## config.mk

```make
export PLATFORM = sky130hd
export DESIGN_NAME = cset_ctrl
export DESIGN_NICKNAME = d
export VERILOG_FILES = /design/src/design/cset_pkg.sv /design/src/design/cset_ctrl.sv
export SDC_FILE = /design/constraint.sdc
export NUM_CORES = 1
export LEC_CHECK = 0
export ABC_AREA = 0
export ABC_CLOCK_PERIOD_IN_PS = 4220
export BUFFER_PORTS_ARGS = -buffer_cell sky130_fd_sc_hd__buf_2
export CORE_AREA = 2 2 39 41
export DETAILED_ROUTE_END_ITERATION = 8
export DIE_AREA = 0 0 41 43
export GPL_ROUTABILITY_DRIVEN = 0
export PLACE_DENSITY = 0.78
export SYNTH_ARGS = -nofsm -noshare
export SYNTH_HDL_FRONTEND = slang
export SYNTH_SLANG_ARGS = --single-unit
```

## constraint.sdc

```tcl
create_clock -name clk -period 4.22 [get_ports clk]
set_input_delay 0.844 -clock clk [delete_from_list [all_inputs] [get_ports clk]]
set_output_delay 0.844 -clock clk [all_outputs]
set_load 0.02 [all_outputs]
```

## src/design/cset_pkg.sv

```systemverilog
package cset_pkg;

    // Fixed field widths of the item and result ports.
    localparam int OP_W   = 2;
    localparam int ID_W   = 7;
    localparam int TS_W   = 32;
    localparam int ST_W   = 2;
    localparam int TOT_W  = 48;
    localparam int CFG_W  = 8;

    // Configuration port.
    localparam int PADDR_W = 2;
    localparam int PDATA_W = 32;
    localparam logic [PADDR_W-1:0] ADDR_NUM_FUNCS = 2'd0;
    localparam logic [CFG_W-1:0] NUM_FUNCS_RST = 8'd128;

    // Defaults for the top-level parameters.
    localparam int MAX_FUNCS_DEF   = 128;
    localparam int STACK_DEPTH_DEF = 64;
    localparam int TIME_BITS_DEF   = 32;

    typedef enum logic [OP_W-1:0] {
        OP_START = 2'd0,
        OP_END   = 2'd1,
        OP_READ  = 2'd2,
        OP_NONE  = 2'd3
    } op_t;

    typedef enum logic [ST_W-1:0] {
        ST_OK    = 2'd0,
        ST_FULL  = 2'd1,
        ST_EMPTY = 2'd2,
        ST_RANGE = 2'd3
    } status_t;

    // Source of the total field when a result is issued.
    typedef enum logic [1:0] {
        RES_FAULT = 2'd0,
        RES_ZERO  = 2'd1,
        RES_SPAN  = 2'd2,
        RES_TOTAL = 2'd3
    } res_sel_t;

    // Commands from the controller to the datapath.
    typedef struct packed {
        logic     latch_in;
        logic     clr_wr;
        logic     push;
        logic     stk_rd;
        logic     pop;
        logic     span_ld;
        logic     tot_rd_id;
        logic     tot_wr_add;
        logic     top_ld;
        logic     tot_rd_top;
        logic     tot_wr_sub;
        logic     finish;
        res_sel_t res_sel;
    } cset_cmd_t;

    // Status from the datapath to the controller.
    typedef struct packed {
        op_t  op;
        logic fault;
        logic has_top;
        logic clr_last;
    } cset_stat_t;

endpackage

```

## src/design/cset_ctrl.sv

```systemverilog
module cset_ctrl (
    input  logic                 clk,
    input  logic                 rst_n,
    input  logic                 start,
    output logic                 busy,
    output cset_pkg::cset_cmd_t  cmd,
    input  cset_pkg::cset_stat_t stat
);
    import cset_pkg::*;

    typedef enum logic [7:0] {
        S_CLEAR  = 8'b0000_0001,
        S_IDLE   = 8'b0000_0010,
        S_CHECK  = 8'b0000_0100,
        S_RDWAIT = 8'b0000_1000,
        S_POP    = 8'b0001_0000,
        S_ACC1   = 8'b0010_0000,
        S_ACC2RD = 8'b0100_0000,
        S_ACC2   = 8'b1000_0000
    } state_t;

    state_t state_reg;
    state_t state_next;

    always_ff @(posedge clk or negedge rst_n)
    begin
        if (!rst_n)
        begin
            state_reg <= S_CLEAR;
        end
        else
        begin
            state_reg <= state_next;
        end
    end

    always_comb
    begin
        state_next  = state_reg;
        cmd         = '0;
        cmd.res_sel = RES_ZERO;
        unique case (state_reg)
            S_CLEAR:
            begin
                cmd.clr_wr = 1'b1;
                if (stat.clr_last)
                begin
                    state_next = S_IDLE;
                end
            end
            S_IDLE:
            begin
                if (start)
                begin
                    cmd.latch_in = 1'b1;
                    state_next   = S_CHECK;
                end
            end
            S_CHECK:
            begin
                if (stat.fault)
                begin
                    cmd.finish  = 1'b1;
                    cmd.res_sel = RES_FAULT;
                    state_next  = S_IDLE;
                end
                else
                begin
                    unique case (stat.op)
                        OP_START:
                        begin
                            cmd.push   = 1'b1;
                            cmd.finish = 1'b1;
                            state_next = S_IDLE;
                        end
                        OP_READ:
                        begin
                            cmd.tot_rd_id = 1'b1;
                            state_next    = S_RDWAIT;
                        end
                        OP_END:
                        begin
                            cmd.stk_rd = 1'b1;
                            cmd.pop    = 1'b1;
                            state_next = S_POP;
                        end
                        default:
                        begin
                            cmd.finish = 1'b1;
                            state_next = S_IDLE;
                        end
                    endcase
                end
            end
            S_RDWAIT:
            begin
                cmd.finish  = 1'b1;
                cmd.res_sel = RES_TOTAL;
                state_next  = S_IDLE;
            end
            S_POP:
            begin
                // Popped entry is on the stack read port; fetch the new top too.
                cmd.span_ld   = 1'b1;
                cmd.tot_rd_id = 1'b1;
                cmd.stk_rd    = 1'b1;
                state_next    = S_ACC1;
            end
            S_ACC1:
            begin
                cmd.tot_wr_add = 1'b1;
                cmd.top_ld     = 1'b1;
                if (stat.has_top)
                begin
                    state_next = S_ACC2RD;
                end
                else
                begin
                    cmd.finish  = 1'b1;
                    cmd.res_sel = RES_SPAN;
                    state_next  = S_IDLE;
                end
            end
            S_ACC2RD:
            begin
                cmd.tot_rd_top = 1'b1;
                state_next     = S_ACC2;
            end
            S_ACC2:
            begin
                cmd.tot_wr_sub = 1'b1;
                cmd.finish     = 1'b1;
                cmd.res_sel    = RES_SPAN;
                state_next     = S_IDLE;
            end
            default:
            begin
                state_next = S_CLEAR;
            end
        endcase
    end

    assign busy = (state_reg != S_IDLE);

endmodule

```

==> results.ini <==
[cts]
cts_setup_buffers = 0
cts_tree = built
htree_levels = 1
numCtsBuffers = 3
clk_path_buf_depth = 2
clock-root-buffer = clkbuf_4
cts-resized-gates = 0
worstSkewPairLatency_ns = 0.25
clkTransAtPathRegs_ns = 0.06
cts_sinks = 8
cts-hold-fix-buffers = 0

[floorplanning]
die_h_um = 43
die_w_um = 41
rows = 14
core_um2 = 1380
start_util = 0.448
die_area_um2 = 1760
io_pins = 23

[placed_design]
post-place-cells = 100
dpl_worst_slack_ns = 1.62
dpl_cell_area_um2 = 732
port_buffers = 22
dp_hpwl_um = 1050

[timing]
slew_viol_final = 0
totalNegativeSetupSlack_ns = 0
hold_viol = 0
slew_headroom = 0.748
fin_crit_sh = 0.679
clock_skew_ns = 0.00406
max_freq_ghz = 0.349
fin_crit_ns = 2.86
tightest_slew_ns = 0.375
worst_slack_ns = 1.36
rsz0062_at_grt = no
setup_viol = 0

[synth]
synthCells = 64
yosys_warnings = 0
async_flop_share = 1.00
ys_types = 30
synth_seq_cells = 8
ys.flop_type = dfrtp_1
syn_area_um2 = 621
syn-num-nets = 75
syn_avg_cell_area_um2 = 9.70
synth_edf_count = 0
yosysSeqAreaShare = 0.325

[global_route]
grt_first_pass_wirelength_um = 2190
overflow = 0
grt_pass1_vias = 522
grt_use_total = 0.181
grt_max_degree = 9
antenna_found_initial = 0

[run_status]
status = finished, final reports clean

[finish]
syn_to_final_growth_pct = 22.2
antenna_cells = 0
mostFrequentLayoutCells = buf_2 (22), nor2_1 (10), dfrtp_1 (7), and2_1 (5), inv_1 (4)
largest_register_ffs = 8
nNetsFinal = 100
filler_cell_count = 132
fin_area_um2 = 758
stdcell_count = 104
drive_gt1_frac = 0.420
layout_commonest_cell = buf_2

[power_and_ir_drop]
power_leakage_nw = 0.423
ir_drop_uv = 245
p_total_mw = 0.305
p_per_area_nw_per_um2 = 402

[critical_path]
crit_slowest_cell = dfrtp_1
cpPeakStageDelay_ns = 0.48
worstPathArrival_ns = 2.02
cp-start-kind = flip-flop
required_ns = 3.38
cp-end-kind = primary output
crit_type = reg -> out
crit_chain = nor4_4, nand4b_1, inv_1, and2_1, nor2_1, o21ai_1, buf_2
crit_fanout = 7

[route]
ant_nets = 0
vias = 558
wl_per_cell_um = 12.6
dr.first_iter.drc_count = 23
viasPerCell = 5.37
drt_wl_total_um = 1320
drt-pass1-iter-count = 4
remaining_drc_errors = 0

[worst_hold_path]
min_path_type = in -> async

[job]
drv_cap = 0

==> final timing paths <==
check / from / end / slack (ns) / cells past startpoint
max: state_reg[1] / cmd[0] / 1.36 / 7
min in group clk: state_reg[6] / state_reg[7] / 0.71 / 1
max in group asynchronous: rst_n / state_reg[0] / 3.55 / 1
min: rst_n / state_reg[6] / 0.43 / 1
max reg2reg: state_reg[1] / state_reg[1] / 2.56 / 5
min reg2reg: state_reg[6] / state_reg[7] / 0.71 / 1
==> cell families after synthesis <==
logic type	Yosys count	share of synthesized area
AO/OA/AOI/OAI	8	0.105
XOR/XNOR	1	0.0141
adder cells (fa/ha/maj)	3	0.0605
buffers and inverters	6	0.0544
flip-flops	8	0.325
AND/OR/NAND/NOR	38	0.442
==> synth_stat cells (2+ instances only) <==
library cell / n / share of area
ha_1: 3 / 0.060
nor2_1: 10 / 0.060
nor4_4: 2 / 0.069
and4b_4: 2 / 0.044
inv_1: 4 / 0.024
dfrtp_1: 7 / 0.28
nor2b_1: 2 / 0.020
nand3_1: 2 / 0.016
and4b_2: 2 / 0.036
nand2_1: 3 / 0.018
and2_1: 5 / 0.050
nor4b_1: 2 / 0.028
or2_1: 2 / 0.020
nand4b_1: 2 / 0.028
==> final cells by class <==
type / count / area, um^2 / share of cell area
multi-input cells: 50 / 385 / 0.508
well taps: 16 / 20.0 / 0.0264
repair buffers: 22 / 110 / 0.145
flip-flops and latches: 8 / 201 / 0.266
clock buffers: 4 / 26.3 / 0.0347
inverters: 4 / 15.0 / 0.0198
==> power by group <==
part | switching (mW) | total [mW] | internal, mW
logic | 0.0668 | 0.126 | 0.0590
clock network | 0.0284 | 0.0648 | 0.0363
registers | 0.0228 | 0.114 | 0.0913
==> layer usage <==
metal,vias to the layer above,wire (um),track usage
met3,2,58,0.0314
met1,262,549,0.228
met4,0,17,0.113
li1,279,-,-
met5,-,0,0
met2,15,689,0.272
==> worst max-delay path, delay by kind of cell, from the launching register on <==
| family | cells | cell delay [ns] |
|---|---|---|
| AND/OR/NAND/NOR | 4 | 0.89 |
| AO/OA/AOI/OAI | 1 | 0.07 |
| flip-flops | 1 | 0.48 |
| buffers and inverters | 2 | 0.33 |
==> per-stage QoR <==
step	utilization	hold slack, ns
CTS	0.548	0.429
finish	0.548	0.427
detailed placement	0.529	0.689
global route	0.548	0.422
global placement	0.529	0.681
floorplan	-	0.548
Note: power is estimated with default switching activity, not from simulation.
